===== src/sv/obd2rdt_pkg.sv =====
`default_nettype none

package obd2rdt_pkg;

  // Port widths
  localparam int IN_TDATA_W  = 80;
  localparam int OUT_TDATA_W = 168;
  localparam int CFG_ADDR_W  = 2;
  localparam int CFG_DATA_W  = 16;

  // Item kind on in_tuser
  localparam logic FUNC_FRAME = 1'b0;
  localparam logic FUNC_TICK  = 1'b1;

  localparam logic [7:0] SVC_MODE01_REPLY = 8'h41;

  localparam logic [7:0] PID_COOLANT      = 8'h05;
  localparam logic [7:0] PID_RPM          = 8'h0C;
  localparam logic [7:0] PID_SPEED        = 8'h0D;
  localparam logic [7:0] PID_RUN_TIME     = 8'h1F;
  localparam logic [7:0] PID_FUEL         = 8'h2F;
  localparam logic [7:0] PID_DIST_CLEARED = 8'h31;
  localparam logic [7:0] PID_ODOMETER     = 8'hA6;

  localparam logic [8:0]  COOLANT_OFFSET = 9'd40;
  localparam logic [31:0] TIME_UNSET     = 32'hFFFF_FFFF;

  // ceil(2^35 / 9): exact floor(z/9) for any 31-bit z
  localparam logic [31:0] RECIP_9     = 32'd3817748708;
  localparam int          RECIP_SHIFT = 35;

  // Config register indexes
  localparam logic [CFG_ADDR_W-1:0] CFG_RPM_STOP  = 2'd0;
  localparam logic [CFG_ADDR_W-1:0] CFG_RESP_TMO  = 2'd1;
  localparam logic [CFG_ADDR_W-1:0] CFG_STOP_HOLD = 2'd2;
  localparam logic [CFG_ADDR_W-1:0] CFG_SPEED_GAP = 2'd3;

  localparam logic [13:0] RPM_STOP_RST  = 14'd300;
  localparam logic [15:0] RESP_TMO_RST  = 16'd30000;
  localparam logic [15:0] STOP_HOLD_RST = 16'd5000;
  localparam logic [15:0] SPEED_GAP_RST = 16'd5000;

  typedef struct packed {
    logic        func;
    logic [31:0] now_ms;
    logic [7:0]  service_byte;
    logic [7:0]  pid_byte;
    logic [7:0]  data_a;
    logic [7:0]  data_b;
    logic [7:0]  data_c;
    logic [7:0]  data_d;
  } item_t;

  typedef struct packed {
    logic [13:0] rpm_stop_threshold;
    logic [15:0] response_timeout_ms;
    logic [15:0] stop_hold_ms;
    logic [15:0] speed_gap_ms;
  } cfg_t;

  typedef struct packed {
    logic [8:0]  coolant_celsius;
    logic [13:0] engine_rpm;
    logic [7:0]  vehicle_kmh;
    logic [15:0] reported_run_seconds;
    logic [7:0]  fuel_raw;
    logic [31:0] odometer_raw;
    logic [15:0] distance_since_clear;
    logic [31:0] engine_run_ms;
  } vals_t;

  function automatic logic [31:0] min_u32(logic [31:0] a, logic [31:0] b);
    return (a < b) ? a : b;
  endfunction

  // floor(5*r/18) for a remainder r in 0..17
  function automatic logic [2:0] frac_of_18(logic [4:0] r);
    logic [2:0] f;
    unique case (r)
      5'd0, 5'd1, 5'd2, 5'd3:         f = 3'd0;
      5'd4, 5'd5, 5'd6, 5'd7:         f = 3'd1;
      5'd8, 5'd9, 5'd10:              f = 3'd2;
      5'd11, 5'd12, 5'd13, 5'd14:     f = 3'd3;
      5'd15, 5'd16, 5'd17:            f = 3'd4;
      default:                        f = 3'd0;
    endcase
    return f;
  endfunction

endpackage

`default_nettype wire


===== src/sv/obd2rdt_tracker.sv =====
`default_nettype none

module obd2rdt_tracker
  import obd2rdt_pkg::*;
(
  input  wire logic        clk,
  input  wire logic        rst_n,
  input  wire logic        fire,     // apply item, load result stage
  input  wire item_t       item,
  input  wire cfg_t        cfg,
  output vals_t            vals,     // values after the last applied item
  output logic [31:0]      acc       // distance accumulator, mm*3.6
);

  logic [7:0]  coolant_r, coolant_nxt;
  logic [13:0] rpm_r, rpm_nxt;
  logic [7:0]  speed_r, speed_nxt;
  logic [15:0] run_s_r, run_s_nxt;
  logic [7:0]  fuel_r, fuel_nxt;
  logic [31:0] odo_r, odo_nxt;
  logic [15:0] dsc_r, dsc_nxt;
  logic [31:0] acc_r, acc_nxt;
  logic [31:0] last_spd_r, last_spd_nxt;
  logic [31:0] start_r, start_nxt;
  logic [31:0] stop_r, stop_nxt;
  logic [31:0] last_resp_r, last_resp_nxt;
  logic [31:0] run_ms_r, run_ms_nxt;

  logic [31:0] spd_gap;
  logic [31:0] resp_age;
  logic [31:0] stop_age;
  logic [23:0] step_dist;
  logic [13:0] rpm_new;

  assign spd_gap   = item.now_ms - last_spd_r;
  assign resp_age  = item.now_ms - last_resp_r;
  assign stop_age  = item.now_ms - stop_r;
  // gap is below a 16-bit limit whenever it is used
  assign step_dist = 24'(item.data_a) * 24'(spd_gap[15:0]);
  assign rpm_new   = {item.data_a, item.data_b[7:2]};

  always_comb begin
    coolant_nxt   = coolant_r;
    rpm_nxt       = rpm_r;
    speed_nxt     = speed_r;
    run_s_nxt     = run_s_r;
    fuel_nxt      = fuel_r;
    odo_nxt       = odo_r;
    dsc_nxt       = dsc_r;
    acc_nxt       = acc_r;
    last_spd_nxt  = last_spd_r;
    start_nxt     = start_r;
    stop_nxt      = stop_r;
    last_resp_nxt = last_resp_r;

    if (item.func == FUNC_FRAME) begin
      if (item.service_byte == SVC_MODE01_REPLY) begin
        last_resp_nxt = item.now_ms;
        unique case (item.pid_byte)
          PID_COOLANT: coolant_nxt = item.data_a;
          PID_SPEED: begin
            speed_nxt = item.data_a;
            if (last_spd_r != 32'd0 && spd_gap < {16'd0, cfg.speed_gap_ms}) begin
              acc_nxt = acc_r + {8'd0, step_dist};
            end
            last_spd_nxt = item.now_ms;
          end
          PID_RUN_TIME: run_s_nxt = {item.data_a, item.data_b};
          PID_FUEL:     fuel_nxt  = item.data_a;
          PID_ODOMETER: odo_nxt   = {item.data_a, item.data_b, item.data_c, item.data_d};
          PID_RPM: begin
            rpm_nxt = rpm_new;
            if (rpm_new < cfg.rpm_stop_threshold) begin
              stop_nxt = min_u32(item.now_ms, stop_r);
            end else begin
              start_nxt = min_u32(item.now_ms, start_r);
              stop_nxt  = TIME_UNSET;
            end
          end
          PID_DIST_CLEARED: dsc_nxt = {item.data_a, item.data_b};
          default: ;
        endcase
      end
    end else begin
      // timeout wins; stop hold only looks at a stop time that survived it
      if (resp_age > {16'd0, cfg.response_timeout_ms}) begin
        start_nxt   = TIME_UNSET;
        stop_nxt    = TIME_UNSET;
        rpm_nxt     = '0;
        speed_nxt   = '0;
        coolant_nxt = '0;
      end else if (stop_r != TIME_UNSET && stop_age > {16'd0, cfg.stop_hold_ms}) begin
        start_nxt = TIME_UNSET;
        stop_nxt  = TIME_UNSET;
      end
    end

    if (start_nxt == TIME_UNSET) begin
      run_ms_nxt = '0;
    end else begin
      run_ms_nxt = min_u32(item.now_ms, stop_nxt) - start_nxt + 32'd1;
    end
  end

  always_ff @(posedge clk) begin
    if (!rst_n) begin
      coolant_r   <= '0;
      rpm_r       <= '0;
      speed_r     <= '0;
      run_s_r     <= '0;
      fuel_r      <= '0;
      odo_r       <= '0;
      dsc_r       <= '0;
      acc_r       <= '0;
      last_spd_r  <= '0;
      start_r     <= TIME_UNSET;
      stop_r      <= TIME_UNSET;
      last_resp_r <= '0;
    end else if (fire) begin
      coolant_r   <= coolant_nxt;
      rpm_r       <= rpm_nxt;
      speed_r     <= speed_nxt;
      run_s_r     <= run_s_nxt;
      fuel_r      <= fuel_nxt;
      odo_r       <= odo_nxt;
      dsc_r       <= dsc_nxt;
      acc_r       <= acc_nxt;
      last_spd_r  <= last_spd_nxt;
      start_r     <= start_nxt;
      stop_r      <= stop_nxt;
      last_resp_r <= last_resp_nxt;
    end
  end

  always_ff @(posedge clk) begin
    if (fire) begin
      run_ms_r <= run_ms_nxt;
    end
  end

  // state registers double as the result stage
  always_comb begin
    vals.coolant_celsius      = {1'b0, coolant_r} - COOLANT_OFFSET;
    vals.engine_rpm           = rpm_r;
    vals.vehicle_kmh          = speed_r;
    vals.reported_run_seconds = run_s_r;
    vals.fuel_raw             = fuel_r;
    vals.odometer_raw         = odo_r;
    vals.distance_since_clear = dsc_r;
    vals.engine_run_ms        = run_ms_r;
  end

  assign acc = acc_r;

endmodule

`default_nettype wire


===== config.mk =====
export PLATFORM = sky130hd
export DESIGN_NAME = obd2rdt_tracker
export DESIGN_NICKNAME = d
export VERILOG_FILES = /design/src/sv/obd2rdt_pkg.sv /design/src/sv/obd2rdt_tracker.sv
export SDC_FILE = /design/constraint.sdc
export NUM_CORES = 2
export LEC_CHECK = 0
export BUFFER_PORTS_ARGS = -buffer_cell sky130_fd_sc_hd__buf_2
export CAP_MARGIN = 20
export CORE_MARGIN = 3
export CORE_UTILIZATION = 30
export CTS_CLUSTER_SIZE = 24
export DETAILED_ROUTE_END_ITERATION = 6
export GPL_TIMING_DRIVEN = 0
export PLACE_DENSITY = 0.5
export SYNTH_ARGS = -nofsm -noshare
export SYNTH_HDL_FRONTEND = slang
export SYNTH_SLANG_ARGS = --single-unit

===== constraint.sdc =====
create_clock -name clk -period 12.6 [get_ports clk]
set_clock_uncertainty 0.2 [all_clocks]
set_input_delay 1.89 -clock clk [delete_from_list [all_inputs] [get_ports clk]]
set_output_delay 1.89 -clock clk [all_outputs]
set_load 0.01 [all_outputs]

# After elaboration in Yosys (flattened, before gate mapping)

Cells that the tools add are included.

Register bits after elaboration: 294
Bits of input ports: 146
Logic and storage cells: 83

$add $sub $neg: 7
Multiply operators: 1
Magnitude comparators: 7
Eq/ne operators: 11
Mux-type cells: 26
Bitwise gates (word level): 1
Reduce and logical (&&, ||, !) cells: 17

Operator list:

| kind                                                               | count |
|---|---|
| 32-bit 2-to-1 mux                                                  | 15 |
| 32-bit subtractor                                                  | 4 |
| 32-bit < comparator                                                | 3 |
| 32-bit by 16-bit > comparator with 1-bit output                    | 2 |
| 14-bit 2-to-1 mux                                                  | 4 |
| 8-bit 2-to-1 mux                                                   | 7 |
| 32-bit by 1-bit adder with 32-bit output, second input constant    | 1 |
| 32-bit by 24-bit adder with 32-bit output                          | 1 |
| 32-bit == test, second input constant                              | 1 |
| 32-bit by 16-bit < comparator with 1-bit output                    | 1 |
| 32-bit inequality test, second input constant                      | 1 |
| 4-bit AND reduction                                                | 8 |
| 32-bit nonzero test                                                | 1 |
| 8-bit by 16-bit multiplier with 24-bit output                      | 1 |
| 8-bit by 4-bit == test with 1-bit output, second input constant    | 2 |
| 8-bit by 6-bit == test with 1-bit output, second input constant    | 2 |
| 14-bit < comparator                                                | 1 |
| 8-bit by 6-bit subtractor with 9-bit output, second input constant | 1 |
| 8-bit by 3-bit == test with 1-bit output, second input constant    | 1 |
| 8-bit by 5-bit == test with 1-bit output, second input constant    | 1 |
| 8-bit by 7-bit == test with 1-bit output, second input constant    | 1 |
| 8-bit == test, second input constant                               | 1 |
| 2-bit nonzero test                                                 | 4 |
| 5-bit AND reduction                                                | 1 |
| 4 further kinds                                                    | 5 |

# Logic depth before layout (Yosys ltp)

Depth after elaboration: 10
Depth in mapped cells: 57
Mapped depth without buffers: 54

# Worst setup path after synthesis

Ideal clock, no wire load.

Path kind: input to register
Start: input port item[48] (netlist name)
End: register run_ms_r[31] (data pin)
Arrival time: 12662 ps
Data required time: 12260 ps
Setup slack: -401 ps
Cell stages on the path: 56
Path through: clkbuf_1 inv_1 ha_1 fa_1 nand2b_1 a21oi_1 o21ai_2 o21ai_0 o21a_1 nor2_1 xnor2_1 ha_1 nand4_1 nor2_1 a22o_1 or4_1 a2111oi_2 o2111ai_1 [... 20 more ...] ha_1 inv_1 ha_1 fa_1 a211oi_1 o211ai_1 a31o_2 nor3_1 nor3_1 a41oi_1 a21oi_1 a41oi_1 a21oi_1 a31o_2 a21o_1 a21oi_1 xnor3_1 nor2_1

Longest elaborated chain between the ends: 10
Elaborated cells on any way between the ends: 26

RTL lines:

| element                                                                              | RTL line                                     | text |
|---|---|---|
| from (decl)                                                                          | obd2rdt_tracker.sv:9                         | `input wire item_t item,` |
| 32-bit subtractor or 32-bit < comparator (tied branches)                             | obd2rdt_tracker.sv:37, obd2rdt_pkg.sv:73     |  |
| 32-bit by 16-bit > comparator with 1-bit output or 32-bit 2-to-1 mux (tied branches) | obd2rdt_tracker.sv:92, obd2rdt_pkg.sv:73     |  |
| 1-bit logical AND or 32-bit 2-to-1 mux (tied branches)                               | obd2rdt_tracker.sv:92, obd2rdt_tracker.sv:73 |  |
| 32-bit 2-to-1 mux, on equally long branches                                          | obd2rdt_tracker.sv:92, obd2rdt_tracker.sv:59 |  |
| 32-bit 2-to-1 mux, on equally long branches                                          | obd2rdt_tracker.sv:86, obd2rdt_tracker.sv:57 |  |
| 32-bit 2-to-1 mux                                                                    | obd2rdt_tracker.sv:56                        | `if (item.func == FUNC_FRAME) begin` |
| 32-bit < comparator                                                                  | obd2rdt_pkg.sv:73                            | `return (a < b) ? a : b;` |
| 32-bit 2-to-1 mux                                                                    | obd2rdt_pkg.sv:73                            |  |
| 32-bit subtractor                                                                    | obd2rdt_tracker.sv:101                       | `run_ms_nxt = min_u32(item.now_ms, stop_nxt) - start_nxt + 32'd1;` |
| 32-bit by 1-bit adder with 32-bit output                                             | obd2rdt_tracker.sv:101                       |  |
| to (signal assigned)                                                                 | obd2rdt_tracker.sv:137                       | `run_ms_r <= run_ms_nxt;` |
| to (decl)                                                                            | obd2rdt_tracker.sv:27                        | `logic [31:0] run_ms_r, run_ms_nxt;` |

Several ways; a longest one is shown, not always the timed one.
A chain may end at the register's enable or synchronous reset.

# Worst setup path after layout

Start: input port item[52] (netlist name)
End: register run_ms_r[31] (data pin)

The elaborated chain is that of the path after synthesis.

==> run metrics <==
multi-input logic area 19740 um^2; Yosys top cell by area dfxtp_1; setup TNS -0.08672 ns; Setup violations, final 1; yosys warns 0; All-Layer GR Usage 20.46%; Core ar. 89060 um^2; number of CTS-inserted buffers 38; die area 94240 um^2; global route overflow 0; Setup CP Type in2reg; dpl hpwl 77640 um; global-route wire length before repair 150300 um; Power Total 3.615 mW; status finished, violations left; number of max-cap violations 0; launch point of the critical path item[52]; Clk pwr share 32.0%; initial DRC count 1726; GPL Wtd Cong 0.9050; most frequent CP cell a21oi_2; post-synth top area share 19.30%; failing checks setup timing; TritonCTS clock tree done; CP Launch Type input pin; largest net degree at the start of global routing 34; PD cells 109.8 nW/um^2; port bufs 309; Root Driver clkbuf_16; Synth area leaders dfxtp_1 (19%), ha_1 (15%), fa_1 (8.1%); clock transition at the registers of the reported paths 0.06 ns; fillers 9360; RSZ-0062 raised after global routing true; CTS Sinks 294; final net count 4468; vias post-DR 26108; TritonRoute pass-1 iters 5; fin worst setup slack -0.08672 ns; clk buf depth 3; combinational power share 41.5%; crit-path max FO 11; fin. max-slew vios 0; HP Class reg2reg; WL final 99660 um; top achievable clock speed 0.07882 GHz; required time of the worst setup path 12.83 ns; Psw 1.344 mW; slew at the pin closest to its max-slew limit 1.068 ns; cell count after synthesis 3476; filler-free cell count of the finished design 5082; syn_nets 4058; Post-CTS Hold Fix Bufs 0; Synth cell types 91; delay-heaviest family, CP compound AO/OA/AOI/OAI gates; share of cells above drive strength 1 15.53%; max incr delay on CP 0.54 ns; Yosys reg bits 294; Critical R2R Launch stop_r[1]; vias per cell 5.137; Rel. slew slack 28.27%; part of the power in registers 26.5%; H-tree Lvls 2; CP arrival 12.92 ns; Seq/Total Area, Yosys 22.83%; fin crit period 12.69 ns; number of global-route vias before repair 24933; register area 6206 um^2; CP bufs+invs 7; Final ANT Viol Nets 0; critical path's slowest cell or4_4; row cnt 109; Area Overhead vs Synth 21.16%; synth cell count leaders nand2_1 (532), inv_1 (369), ha_1 (326); hold wc startpoint odo_r[18]; most instantiated library cell after synthesis nand2_1; io pins 313; EDFF count, synth 32; ys flop type dfxtp_1; worst vdd ir 0.1403 mV; worst-skew pair later-pin latency 0.58 ns; final worst path period share 100.7%; final hold viol count 0; Die Ht 307.0 um; Starting Density 30.52%; FFs w/ async S/R, synth 0%; Leakage 15.30 nW; internal power 2.271 mW; DRC 0; Mean Syn Cell Area 7.819 um^2; initial antenna violation count 4; placed cell count 4954; Net Sw Frac 37.18%; routed len/inst 19.61 um; Cell Area, Synth 27180 um^2; crit path capture type flip-flop; chip width 307.0 um
-- path summary, 6_finish.rpt --
kind                  end  slack [ns]  cells past startpoint
min             odo_r[18]        0.25                      2
min reg2reg     odo_r[18]        0.25                      2
max reg2reg  run_ms_r[31]        0.71                     58
max          run_ms_r[31]       -0.09                     57
-- sequential cells by signal (all words and copies together), names as in the netlist --
register / count
rpm_r: 14
run_s_r: 16
last_spd_r: 32
start_r: 32
odo_r: 32
dsc_r: 16
coolant_r: 8
fuel_r: 8
run_ms_r: 32
last_resp_r: 32
stop_r: 32
acc: 32
speed_r: 8
-- worst reg2reg max path: cells and delay by family (launching register included) --
kind | cells | cell delay [ns]
flops | 1 | 0.51
buf+inv | 8 | 1.06
fa+ha+maj | 6 | 1.47
simple gates | 10 | 1.97
xor+xnor | 2 | 0.43
compound gates | 32 | 6.07
-- power groups by stage --
| stage | Sequential [mW] | Clock [mW] | Combinational [mW] |
|---|---|---|---|
| 2_1_floorplan | 0.982 | 0 | 1.06 |
| 3_3_place_gp | 0.979 | 0 | 1.47 |
| 3_5_place_dp | 0.979 | 0 | 1.45 |
| 4_1_cts | 0.958 | 1.19 | 1.49 |
| 5_1_grt | 0.959 | 1.22 | 1.69 |
| 6_report | 0.958 | 1.16 | 1.50 |
-- cell families (layout without fill, tap and decap cells) --
family / after synthesis / after routing / share of synthesized area [%]
xor+xnor: 105 / 105 / 3.434
buf+inv: 520 / 958 / 7.311
flops: 294 / 294 / 22.83
mux: 102 / 102 / 3.789
compound gates: 823 / 823 / 18.94
other cells: 0 / 3 / 0
simple gates: 1196 / 1196 / 20.58
fa+ha+maj: 436 / 436 / 23.11
-- stage by stage --
step | instance area, um^2 | setup WS (ns) | hold WS [ns] | utilization (%)
finish | 32930 | -0.08672 | 0.2477 | 36.98
global route | 32930 | -0.5056 | 0.2662 | 36.97
floorplan | 27220 | 0.01652 | 0.2363 | -
detailed placement | 30290 | -3.211 | 0.2416 | 34.02
CTS | 32460 | 0.0003109 | 0.2486 | 36.45
global placement | 30220 | -3.251 | 0.2364 | 33.94
-- metal layers --
| metal | part of all wire, % | global-route usage, % | vias up |
|---|---|---|---|
| li1 | - | - | 12893 |
| met2 | 46 | 33.13 | 686 |
| met3 | 4.7 | 2.190 | 133 |
| met1 | 47 | 28.70 | 12396 |
| met5 | 0 | 0 | - |
| met4 | 3.1 | 6.108 | 0 |
-- cells in the final DEF, fill, tap and decap left out, drive strengths merged, types with 49 or more instances in the layout --
cell	synthesis	layout
nor2	226	226
clkbuf	127	175
mux2i	95	95
o22ai	64	64
o21ai	190	190
buf	21	395
a21oi	267	267
ha	326	326
a21o	79	79
inv	371	374
nor3	52	52
fa	110	110
nand2	533	533
nand4	74	74
dfxtp	262	262
nand3	49	49
and2	57	57
xnor2	71	71
-- repair_timing --
| item | 4_1_cts | 5_1_grt |
|---|---|---|
| pin swaps | 44 | 59 |
| gates resized for setup | 118 | 71 |
| setup endpoints to repair | 29 | 13 |
| hold endpoints to repair | 0 | 0 |
| buffers inserted | 36 | 20 |
-- layout make-up --
cell class                 instances  area share, %
clock inverter                    16         0.5890
inverter                         372          4.252
tap                             1165          4.427
clock buffer                      52          3.386
multi-input combinational       2662          59.93
buffer                           147          2.021
antenna                            3        0.02280
timing repair buffer             371          6.524
sequential                       294          18.85
Note: power is estimated with default switching activity, not from simulation.
